File: src/design/srg_pkg.sv
// ---------------------------------------------------------------------------
// srg_pkg: shared types and constants of the sorted run generator
// Value width, run length register layout, command and engine state types.
// ---------------------------------------------------------------------------
`default_nettype none

package srg_pkg;

   localparam int VALUE_WIDTH          = 32;
   localparam int RUN_LENGTH_WIDTH     = 5;
   localparam int BUFFER_DEPTH_DEFAULT = 16;
   localparam int QUEUE_DEPTH          = 2;

   localparam logic [RUN_LENGTH_WIDTH-1:0] RUN_LENGTH_RESET = 5'd10;

   typedef logic signed [VALUE_WIDTH-1:0] value_type;

   typedef enum logic {
      CMD_INSERT = 1'b0,
      CMD_FLUSH  = 1'b1
   } cmd_kind_type;

   typedef struct packed {
      cmd_kind_type kind;
      value_type    value;
   } cmd_type;

   typedef enum logic {
      ST_IDLE  = 1'b0,
      ST_DRAIN = 1'b1
   } engine_state_type;

endpackage

`default_nettype wire

File: src/design/srg_req_if.sv
// ---------------------------------------------------------------------------
// srg_req_if: request channel of the sorted run generator
// Valid/ready handshake carrying one value or an end marker.
// ---------------------------------------------------------------------------
`default_nettype none

interface srg_req_if;
   logic               valid;
   logic               ready;
   srg_pkg::value_type value_in;
   logic               end_of_input;

   modport source (output valid, output value_in, output end_of_input, input ready);
   modport sink   (input valid, input value_in, input end_of_input, output ready);
endinterface

`default_nettype wire

File: src/design/srg_rsp_if.sv
// ---------------------------------------------------------------------------
// srg_rsp_if: result channel of the sorted run generator
// Valid/ready handshake carrying one sorted value and its end-of-run flag.
// ---------------------------------------------------------------------------
`default_nettype none

interface srg_rsp_if;
   logic               valid;
   logic               ready;
   srg_pkg::value_type sorted_value;
   logic               last_of_run;

   modport source (output valid, output sorted_value, output last_of_run, input ready);
   modport sink   (input valid, input sorted_value, input last_of_run, output ready);
endinterface

`default_nettype wire

File: src/design/srg_cmd_queue.sv
// ---------------------------------------------------------------------------
// srg_cmd_queue: front end of the sorted run generator
// Classifies each request as insert or flush and queues it for the engine.
// ---------------------------------------------------------------------------
`default_nettype none

module srg_cmd_queue (
   input  wire logic                clock,
   input  wire logic                reset,
   input  wire logic                in_valid,
   output logic                     in_ready,
   input  wire srg_pkg::value_type  in_value,
   input  wire logic                in_end,
   output logic                     cmd_valid,
   output srg_pkg::cmd_type         cmd,
   input  wire logic                cmd_pop
);

   localparam int PtrWidth   = (srg_pkg::QUEUE_DEPTH > 1) ? $clog2(srg_pkg::QUEUE_DEPTH) : 1;
   localparam int CountWidth = $clog2(srg_pkg::QUEUE_DEPTH + 1);

   srg_pkg::cmd_type        entries_ff [srg_pkg::QUEUE_DEPTH];
   logic [PtrWidth-1:0]     wr_ptr_ff, wr_ptr_in;
   logic [PtrWidth-1:0]     rd_ptr_ff, rd_ptr_in;
   logic [CountWidth-1:0]   count_ff, count_in;
   srg_pkg::cmd_type        new_cmd;
   logic                    push;
   logic                    pop;

   // classify: an end marker becomes a flush, anything else an insert
   always_comb begin
      new_cmd.value = in_value;
      new_cmd.kind  = in_end ? srg_pkg::CMD_FLUSH : srg_pkg::CMD_INSERT;
   end

   assign in_ready  = (count_ff != CountWidth'(srg_pkg::QUEUE_DEPTH));
   assign cmd_valid = (count_ff != '0);
   assign cmd       = entries_ff[rd_ptr_ff];
   assign push      = in_valid && in_ready;
   assign pop       = cmd_pop && cmd_valid;

   always_comb begin
      wr_ptr_in = wr_ptr_ff;
      rd_ptr_in = rd_ptr_ff;
      count_in  = count_ff;
      if (push) begin
         wr_ptr_in = (wr_ptr_ff == PtrWidth'(srg_pkg::QUEUE_DEPTH - 1)) ? '0
                                                                          : wr_ptr_ff + 1'b1;
      end
      if (pop) begin
         rd_ptr_in = (rd_ptr_ff == PtrWidth'(srg_pkg::QUEUE_DEPTH - 1)) ? '0
                                                                          : rd_ptr_ff + 1'b1;
      end
      if (push && !pop) begin
         count_in = count_ff + 1'b1;
      end else if (pop && !push) begin
         count_in = count_ff - 1'b1;
      end
   end

   always_ff @(posedge clock) begin
      if (reset) begin
         wr_ptr_ff <= '0;
         rd_ptr_ff <= '0;
         count_ff  <= '0;
      end else begin
         wr_ptr_ff <= wr_ptr_in;
         rd_ptr_ff <= rd_ptr_in;
         count_ff  <= count_in;
      end
   end

   always_ff @(posedge clock) begin
      if (push) begin
         entries_ff[wr_ptr_ff] <= new_cmd;
      end
   end

endmodule

`default_nettype wire

File: src/design/srg_sort_engine.sv
// ---------------------------------------------------------------------------
// srg_sort_engine: back end of the sorted run generator
// Sorted insertion row; drains a finished run one value per cycle unless the output stalls.
// ---------------------------------------------------------------------------
`default_nettype none

module srg_sort_engine #(
   parameter int BufferDepth = srg_pkg::BUFFER_DEPTH_DEFAULT
) (
   input  wire logic                                  clock,
   input  wire logic                                  reset,
   input  wire logic [srg_pkg::RUN_LENGTH_WIDTH-1:0]  run_length,
   input  wire logic                                  cmd_valid,
   input  wire srg_pkg::cmd_type                      cmd,
   output logic                                       cmd_pop,
   output logic                                       out_valid,
   input  wire logic                                  out_ready,
   output srg_pkg::value_type                         out_value,
   output logic                                       out_last
);

   localparam int FillWidth = $clog2(BufferDepth + 1);

   srg_pkg::value_type        run_store_ff [BufferDepth];
   srg_pkg::value_type        run_store_in [BufferDepth];
   logic [BufferDepth-1:0]    stays;
   logic [FillWidth-1:0]      fill_ff, fill_in;
   logic [FillWidth-1:0]      eff_len;
   srg_pkg::engine_state_type state_ff, state_in;
   logic                      out_valid_ff, out_valid_in;
   srg_pkg::value_type        out_value_ff, out_value_in;
   logic                      out_last_ff, out_last_in;
   logic                      out_free;
   logic                      run_full;
   logic                      do_insert;
   logic                      do_shift;

   // zero counts as one, anything past the buffer saturates
   always_comb begin
      if (32'(run_length) > 32'(BufferDepth)) begin
         eff_len = FillWidth'(BufferDepth);
      end else if (run_length == '0) begin
         eff_len = FillWidth'(1);
      end else begin
         eff_len = FillWidth'(run_length);
      end
   end

   assign run_full = (fill_ff >= eff_len);
   assign out_free = !out_valid_ff || out_ready;

   // next state
   always_comb begin
      state_in = state_ff;
      unique case (state_ff)
         srg_pkg::ST_IDLE: begin
            if (cmd_valid && (fill_ff != '0)
                && ((cmd.kind == srg_pkg::CMD_FLUSH) || run_full)) begin
               state_in = srg_pkg::ST_DRAIN;
            end
         end
         srg_pkg::ST_DRAIN: begin
            if (out_free && (fill_ff == FillWidth'(1))) begin
               state_in = srg_pkg::ST_IDLE;
            end
         end
         default: state_in = srg_pkg::ST_IDLE;
      endcase
   end

   // actions
   always_comb begin
      cmd_pop   = 1'b0;
      do_insert = 1'b0;
      do_shift  = 1'b0;
      unique case (state_ff)
         srg_pkg::ST_IDLE: begin
            if (cmd_valid) begin
               unique case (cmd.kind)
                  srg_pkg::CMD_FLUSH: cmd_pop = (fill_ff == '0);
                  srg_pkg::CMD_INSERT: begin
                     do_insert = !run_full;
                     cmd_pop   = !run_full;
                  end
                  default: cmd_pop = 1'b0;
               endcase
            end
         end
         srg_pkg::ST_DRAIN: do_shift = out_free;
         default: do_shift = 1'b0;
      endcase
   end

   // one compare per cell; the row stays ascending
   for (genvar i = 0; i < BufferDepth; i++) begin : g_cell
      srg_pkg::value_type ins_val;
      srg_pkg::value_type shift_val;

      assign stays[i] = (FillWidth'(i) < fill_ff) && (run_store_ff[i] <= cmd.value);

      if (i == 0) begin : g_first
         assign ins_val   = stays[i] ? run_store_ff[i] : cmd.value;
      end else begin : g_rest
         logic from_left;
         assign from_left = stays[i-1];
         assign ins_val   = stays[i] ? run_store_ff[i]
                                     : (from_left ? cmd.value : run_store_ff[i-1]);
      end

      if (i == BufferDepth - 1) begin : g_tail
         assign shift_val = run_store_ff[i];
      end else begin : g_body
         assign shift_val = run_store_ff[i+1];
      end

      assign run_store_in[i] = do_insert ? ins_val : (do_shift ? shift_val : run_store_ff[i]);
   end

   always_comb begin
      fill_in = fill_ff;
      if (do_insert) begin
         fill_in = fill_ff + 1'b1;
      end else if (do_shift) begin
         fill_in = fill_ff - 1'b1;
      end
   end

   always_comb begin
      out_valid_in = out_valid_ff;
      out_value_in = out_value_ff;
      out_last_in  = out_last_ff;
      if (do_shift) begin
         out_valid_in = 1'b1;
         out_value_in = run_store_ff[0];
         out_last_in  = (fill_ff == FillWidth'(1));
      end else if (out_ready) begin
         out_valid_in = 1'b0;
      end
   end

   always_ff @(posedge clock) begin
      if (reset) begin
         state_ff     <= srg_pkg::ST_IDLE;
         fill_ff      <= '0;
         out_valid_ff <= 1'b0;
      end else begin
         state_ff     <= state_in;
         fill_ff      <= fill_in;
         out_valid_ff <= out_valid_in;
      end
   end

   always_ff @(posedge clock) begin
      run_store_ff <= run_store_in;
      out_value_ff <= out_value_in;
      out_last_ff  <= out_last_in;
   end

   assign out_valid = out_valid_ff;
   assign out_value = out_value_ff;
   assign out_last  = out_last_ff;

`ifndef SYNTHESIS
   a_drain_not_empty: assert property (@(posedge clock) disable iff (reset)
      state_ff == srg_pkg::ST_DRAIN |-> fill_ff != '0)
      else $error("drain with empty buffer");

   a_fill_bounded: assert property (@(posedge clock) disable iff (reset)
      fill_ff <= FillWidth'(BufferDepth))
      else $error("fill count beyond buffer depth");

   a_head_ordered: assert property (@(posedge clock) disable iff (reset)
      fill_ff >= FillWidth'(2) |-> run_store_ff[0] <= run_store_ff[1])
      else $error("buffer head out of order");

   a_result_from_drain: assert property (@(posedge clock) disable iff (reset)
      $rose(out_valid_ff) |-> $past(state_ff == srg_pkg::ST_DRAIN))
      else $error("result outside of a drain");
`endif

endmodule

`default_nettype wire

File: src/design/sorted_run_generator.sv
// ---------------------------------------------------------------------------
// sorted_run_generator: run generation stage of an external merge sort
// Collects signed values into runs and emits each run in ascending order.
// ---------------------------------------------------------------------------
// Requests carry a signed 32-bit value or an end marker. Values collect in a
// buffer that is kept sorted as they arrive; once it holds run_length values
// (0 counts as 1, values above BUFFER_DEPTH saturate), the next value first
// pushes the whole run out in ascending order, last value flagged, and then
// starts the new run. An end marker flushes a partial run, or nothing when
// the buffer is empty. A front queue of two requests takes input while the
// engine drains; each accepted request waits in the queue for the engine.
// The value that closes a run first lets the engine see the full buffer,
// then drains the run with one result per cycle through the shift row
// into the output register (stalling while rsp.ready is low and a result
// is held), and then stores the value. An end marker on a partial run
// takes the same steps but is popped instead of stored. The engine takes
// no new value while it drains; the drain of the sorted row bounds the
// sustained throughput. No clearing pass after reset.
// Write csr_write_data only while the block is idle.
// ---------------------------------------------------------------------------
`default_nettype none

module sorted_run_generator #(
   parameter int BUFFER_DEPTH = srg_pkg::BUFFER_DEPTH_DEFAULT
) (
   input  wire logic                                  clock,
   input  wire logic                                  reset,
   srg_req_if.sink                                    req,
   srg_rsp_if.source                                  rsp,
   input  wire logic                                  csr_write_enable,
   input  wire logic [srg_pkg::RUN_LENGTH_WIDTH-1:0]  csr_write_data
);

   // run length register
   logic [srg_pkg::RUN_LENGTH_WIDTH-1:0] run_length_ff, run_length_in;

   // front to back command path
   logic             cmd_valid;
   srg_pkg::cmd_type cmd;
   logic             cmd_pop;

   assign run_length_in = csr_write_enable ? csr_write_data : run_length_ff;

   always_ff @(posedge clock) begin
      if (reset) begin
         run_length_ff <= srg_pkg::RUN_LENGTH_RESET;
      end else begin
         run_length_ff <= run_length_in;
      end
   end

   // front: classify each request and queue it
   srg_cmd_queue u_front (
      .clock     (clock),
      .reset     (reset),
      .in_valid  (req.valid),
      .in_ready  (req.ready),
      .in_value  (req.value_in),
      .in_end    (req.end_of_input),
      .cmd_valid (cmd_valid),
      .cmd       (cmd),
      .cmd_pop   (cmd_pop)
   );

   // back: sorted buffer, run drain and output register
   srg_sort_engine #(
      .BufferDepth (BUFFER_DEPTH)
   ) u_back (
      .clock      (clock),
      .reset      (reset),
      .run_length (run_length_ff),
      .cmd_valid  (cmd_valid),
      .cmd        (cmd),
      .cmd_pop    (cmd_pop),
      .out_valid  (rsp.valid),
      .out_ready  (rsp.ready),
      .out_value  (rsp.sorted_value),
      .out_last   (rsp.last_of_run)
   );

endmodule

`default_nettype wire

File: src/flat_wrapper.sv
// flat-port wrapper written by rule: the top's interface ports become plain ports
module sorted_run_generator_flat 
#(
   parameter int BUFFER_DEPTH = srg_pkg::BUFFER_DEPTH_DEFAULT
)
  (clock, reset, csr_write_enable, csr_write_data, req_valid, req_value_in, req_end_of_input, req_ready, rsp_valid, rsp_sorted_value, rsp_last_of_run, rsp_ready);
  srg_req_if req_i ();
  srg_rsp_if rsp_i ();
  input  wire logic clock;
  input  wire logic reset;
  input  wire logic csr_write_enable;
  input  wire logic [srg_pkg::RUN_LENGTH_WIDTH-1:0] csr_write_data;
  input wire logic [$bits(req_i.valid)-1:0] req_valid;
  input wire logic [$bits(req_i.value_in)-1:0] req_value_in;
  input wire logic [$bits(req_i.end_of_input)-1:0] req_end_of_input;
  output wire logic [$bits(req_i.ready)-1:0] req_ready;
  output wire logic [$bits(rsp_i.valid)-1:0] rsp_valid;
  output wire logic [$bits(rsp_i.sorted_value)-1:0] rsp_sorted_value;
  output wire logic [$bits(rsp_i.last_of_run)-1:0] rsp_last_of_run;
  input wire logic [$bits(rsp_i.ready)-1:0] rsp_ready;
  assign req_i.valid = req_valid;
  assign req_i.value_in = req_value_in;
  assign req_i.end_of_input = req_end_of_input;
  assign req_ready = req_i.ready;
  assign rsp_valid = rsp_i.valid;
  assign rsp_sorted_value = rsp_i.sorted_value;
  assign rsp_last_of_run = rsp_i.last_of_run;
  assign rsp_i.ready = rsp_ready;
  sorted_run_generator #(.BUFFER_DEPTH(BUFFER_DEPTH)) u_core (.clock(clock), .reset(reset), .req(req_i), .rsp(rsp_i), .csr_write_enable(csr_write_enable), .csr_write_data(csr_write_data));
endmodule
File: config.mk
export PLATFORM = sky130hd
export DESIGN_NAME = sorted_run_generator_flat
export DESIGN_NICKNAME = d
export VERILOG_FILES = /design/src/design/srg_pkg.sv /design/src/design/srg_req_if.sv /design/src/design/srg_rsp_if.sv /design/src/design/srg_cmd_queue.sv /design/src/design/srg_sort_engine.sv /design/src/design/sorted_run_generator.sv /design/src/flat_wrapper.sv
export SDC_FILE = /design/constraint.sdc
export NUM_CORES = 2
export LEC_CHECK = 0
export ABC_CLOCK_PERIOD_IN_PS = 6040
export BUFFER_PORTS_ARGS = -buffer_cell sky130_fd_sc_hd__buf_4
export CORE_AREA = 2 2 191 381
export CTS_CLUSTER_DIAMETER = 40
export DETAILED_ROUTE_END_ITERATION = 7
export DIE_AREA = 0 0 193 383
export HOLD_SLACK_MARGIN = 0.05
export PLACE_DENSITY = 0.77
export SYNTH_ARGS = -nofsm -noshare
export SYNTH_HDL_FRONTEND = slang
export SYNTH_SLANG_ARGS = --single-unit
File: constraint.sdc
create_clock -name clock -period 6.04 [get_ports clock]
set_input_delay 0.302 -clock clock [delete_from_list [all_inputs] [get_ports clock]]
set_output_delay 0.302 -clock clock [all_outputs]
set_load 0.03 [all_outputs]
# == Word level (Yosys, flattened, before mapping) ==
# Memory sizes are Yosys's and may differ from the RTL's. A register that Yosys moved wholly into a read port is not among the register bits.
# Cells that the tools add are included.
# totals
mem_bits_rw,66
n_memories,1
output_inout_bits,35
input_bits,43
ff_bits,561
# op_classes
muxes,85
addsub,6
eq_ne,17
n_bitwise,3
order_cmp,34
reduce_logical,52
# mem_list
name,words,width,rd,rd_clocked_by_memory_dff,write_ports,line_no,rtl
u_core.u_front.entries_ff,2,33,1,1,1,srg_cmd_queue.sv:22,srg_pkg::cmd_type entries_ff [srg_pkg::QUEUE_DEPTH];
# op_table
cell,n
2-to-1 mux 32 bit,60
<= comparator 32 bit,16
"< comparator 4 x 5 -> 1 bit, first input constant",8
"inequality test 2 bit, second input constant",16
AND reduction 2 bit,16
logical AND 1 bit,23
"< comparator 3 x 5 -> 1 bit, first input constant",4
2-to-1 mux 5 bit,4
2-to-1 mux 1 bit,17
logical NOT 5 bit,2
"< comparator 1 x 5 -> 1 bit, first input constant",2
"< comparator 2 x 5 -> 1 bit, first input constant",2
nonzero test 2 bit,4
"adder 5 x 1 -> 5 bit, second input constant",1
"equality test 5 x 1 -> 1 bit, second input constant",1
>= comparator 5 bit,1
"greater-than comparator 5 bit, second input constant",1
nonzero test 5 bit,1
"subtractor 5 x 1 -> 5 bit, second input constant",1
logical NOT 1 bit,4
2-to-1 mux 2 bit,2
case mux 1 bit (2 select lines),2
inverter 1 bit,3
"adder 1 bit, second input constant",2
3 further kinds,4

# == Depth between registers and ports, before layout ==
# depth
ltp_word,12
mapped_depth,16
mapped_depth_nobuf,13

# == Cells and area by module ==
# A second synthesis with hierarchy kept.
# hier_totals
cells_unflattened,3948
area_unflattened_um2,40750.3
# modules_own_cells
module,seq_area_each_um2,n_inst,cells_per_inst,area_each_um2
srg_sort_engine,16505.8,1,3805,37975.2
srg_cmd_queue,2082.0,1,127,2596.2
sorted_run_generator,100.1,1,16,178.9

# == Least setup slack after synthesis ==
# OpenSTA, ideal clock, no wires.
# synth_path
path_kind,register to register
start,reg with a tool-made name
end,"reg u_core.u_back.run_store_ff (netlist bit u_core.u_back.g_cell[9].shift_val[0]), enable pin"
t_arrival_ns,5.967
path_buffers,4
setup_ns,0.466
period_less_slack_ns,6.432
stages_incl_launch_ff,15
setup_slack_ns,-0.392
required_time_ns,5.574
path_cell_list,dfxtp_1 clkbuf_1 clkbuf_1 mux2_2 clkinv_1 ha_1 nor2b_1 o211ai_1 a2111oi_0 o31a_1 or4_1 and3_1 clkbuf_1 buf_2 o21ai_0
# synth_rtl
item,line_no,rtl
to (signal assigned),srg_sort_engine.sv:154,run_store_ff <= run_store_in;
to (decl),srg_sort_engine.sv:24,srg_pkg::value_type run_store_ff [BufferDepth];

==> metrics.yaml <==
status: "finished clean"
dr.pass1.iters: 6
core_sq_um: 71300
die-area_sq_um: 73900
ys_seq_area_frac: 0.456
grt_pass1_wl_mm: 191
dp_hpwl_mm: 89.8
rsz0062_at_grt: "no"
clock.fmax_mhz: 183
post_cts_buffers: 0
crit_path_max_fanout: 33
worst_setup_path_start_kind: "flip-flop"
synth_edf_count: 611
multi_input_area_sq_um: 21200
synth_cell_types: 69
gr-usage-met3: 0.0499
antenna_found_initial: 3
die_h_um: 383
finalSetupTns_ns: 0
nFillCells: 5529
worstMarginPinSlew_ns: 1.25
cts.sinks: 628
syn_avg_cell_area_sq_um: 10.6
clock_latency_ns: 0.64
end_kind: "flip-flop"
vias: 34000
crit_chain: "buf_12, mux2_2, clkinv_1, ha_1, nand4_1, nor4_1, a21boi_1, o31a_1, nor4_1, o31ai_4, buf_4, mux2i_1, o21ai_1"
reg2regPathDepth: 13
use_met2: 0.566
grt_pass1_vias: 34300
clkTransAtPathRegs_ns: 0.06
grtUsageMet1: 0.382
fin_nets: 4504
hold_viol_final: 0
drv_slew: 0
root_buffer: "clkbuf_16"
hp-class: "input pin to flip-flop"
worstSetupPathDepth: 13
fp.dieW_um: 193
crit_slowest_cell: "nor4_1"
num_io_pins: 78
cp.arrival_ns: 5.83
cts_buffers: 71
grt_max_degree: 226
track_usage: 0.337
synth_flop_cell: "edfxtp_1"
synth_nets: 4415
cts_tree: "yes"
post-route-drc-count: 0
fin_crit_sh: 0.906
cts.path.max_buffers: 3
cpPeakStageDelay_ns: 0.71
num_rows: 139
portBuffers: 77
ys_warn_count: 0
syn_area_sq_um: 40900
via_per_inst: 6.92
routed_wl_mm: 126
crit_path_frequent_cell: "nor4_1"
most-common-layout-cells: "edfxtp_1 (611), ha_1 (522), nand2_1 (508)"
layout_commonest_cell: "edfxtp_1"
async_reset_ff_frac: 0
htreeDepth: 3
relSlewSlack: 0.164
grt_busiest_layer: "met2"
drive_gt1_frac: 0.0996
initial_core_util: 0.574
crit_type: "flip-flop to flip-flop"
synth-seq-cells: 628
syn_to_final_growth_pct: 11.8
maxCapViolCount: 0
drt-wirelength-per-cell_um: 25.6
overflow: 0
min_period_ns: 5.47
ant_nets: 0
setup_viol: 0
place_congestion: 0.937
first_iter_violations: 3598
hold_depth: 4
critical_path_buf_inv_count: 3
critPathRequiredTime_ns: 6.40
synthCells: 3850
crit_family: "buffers and inverters"
regArea_sq_um: 18700
skew_ns: 0.0235
[per-layer routing]
layer	vias to the layer above	part of all wire
met2	1808	0.49
met5	-	0.000064
met3	585	0.065
met4	2	0.088
met1	16300	0.36
li1	15300	-
[worst paths after layout]
path | slack (ns) | end | start
worst min-delay path | 0.14 | u_core.u_front.wr_ptr_ff | req_valid
worst min register to register | 0.50 | u_core.u_front.count_ff[1] | u_core.u_front.count_ff[1]
worst max register to register | 0.57 | u_core.u_back.g_cell[0].shift_val[10] | flip-flop
worst max-delay path | 0.57 | u_core.u_back.g_cell[0].shift_val[10] | flip-flop
[sequential cells by signal, indices dropped and copies added, names as in the netlist, named ones only]
signal,count
u_core.u_back.g_cell.shift_val,480
u_core.u_front.entries_ff,66
u_core.u_back.out_value,32
u_core.u_back.run_store_ff,32
u_core.run_length_ff,5
u_core.u_back.fill_ff,5
u_core.u_front.count_ff,2
u_core.u_back.out_last,1
u_core.u_back.out_valid,1
u_core.u_back.state_ff,1
u_core.u_front.rd_ptr_ff,1
u_core.u_front.wr_ptr_ff,1
[cell usage after synthesis, types with 30 or more instances]
master     instances  share of area
o31ai_1           36         0.0066
nand3_1          225          0.028
mux2_2            67          0.018
o311ai_0          89          0.019
edfxtp_1         611           0.45
a21o_1            71          0.013
nor2_1           123          0.011
mux2i_1          163          0.040
mux2_1            30         0.0083
o311ai_1          99          0.021
clkbuf_1         187          0.017
clkinv_1          31         0.0028
nand2_1          510          0.047
inv_1             41         0.0038
a21oi_1          298          0.036
ha_1             522           0.16
o22ai_1           35         0.0053
nand4_1          110          0.017
o21ai_0           91          0.011
o21ai_1          139          0.017
nor3_1            54         0.0066
a2bb2oi_1         31         0.0066
[area by class of cell]
type | instances | share of cell area
well taps | 916 | 0.0250
diodes | 1 | 0.0000547
multi-input cells | 2924 | 0.464
repair buffers | 242 | 0.0454
clock inverters | 41 | 0.00869
inverters | 72 | 0.00590
flip-flops and latches | 628 | 0.408
clock buffers | 89 | 0.0433
[what timing repair did]
action                    CTS  global route
gates resized for setup     0             0
hold endpoints to repair   83             0
hold buffers               49             0
[metrics by stage]
stage	hold slack (ns)	worst slack, ns	cell area [sq um]	instances	utilization
detailed placement	0.489	0.939	42900	4733	0.602
finish	0.144	0.569	45800	4913	0.642
floorplan	0.401	0.267	40900	3850	-
global placement	0.482	1.10	42900	4733	0.602
global route	0.233	0.437	45800	4912	0.642
CTS	0.130	0.939	45800	4912	0.642
[tightest hold or removal path, delay by kind of cell]
family	cells	cell delay (ns)
AND/OR/NAND/NOR	2	0.17
XOR/XNOR	1	0.16
buffers and inverters	1	0.09
[kinds of logic after synthesis]
| family | share of synthesized area |
|---|---|
| and+or+nand+nor | 0.126 |
| xor gates and xnor gates | 0.00171 |
| AOI/OAI and AO/OA | 0.161 |
| adders and majority gates | 0.160 |
| muxes | 0.0665 |
| DFF | 0.456 |
| buffers and inverters | 0.0285 |
Power is not shown: default switching activity piles up to over one toggle a cycle in this logic, so the estimate is an artifact.
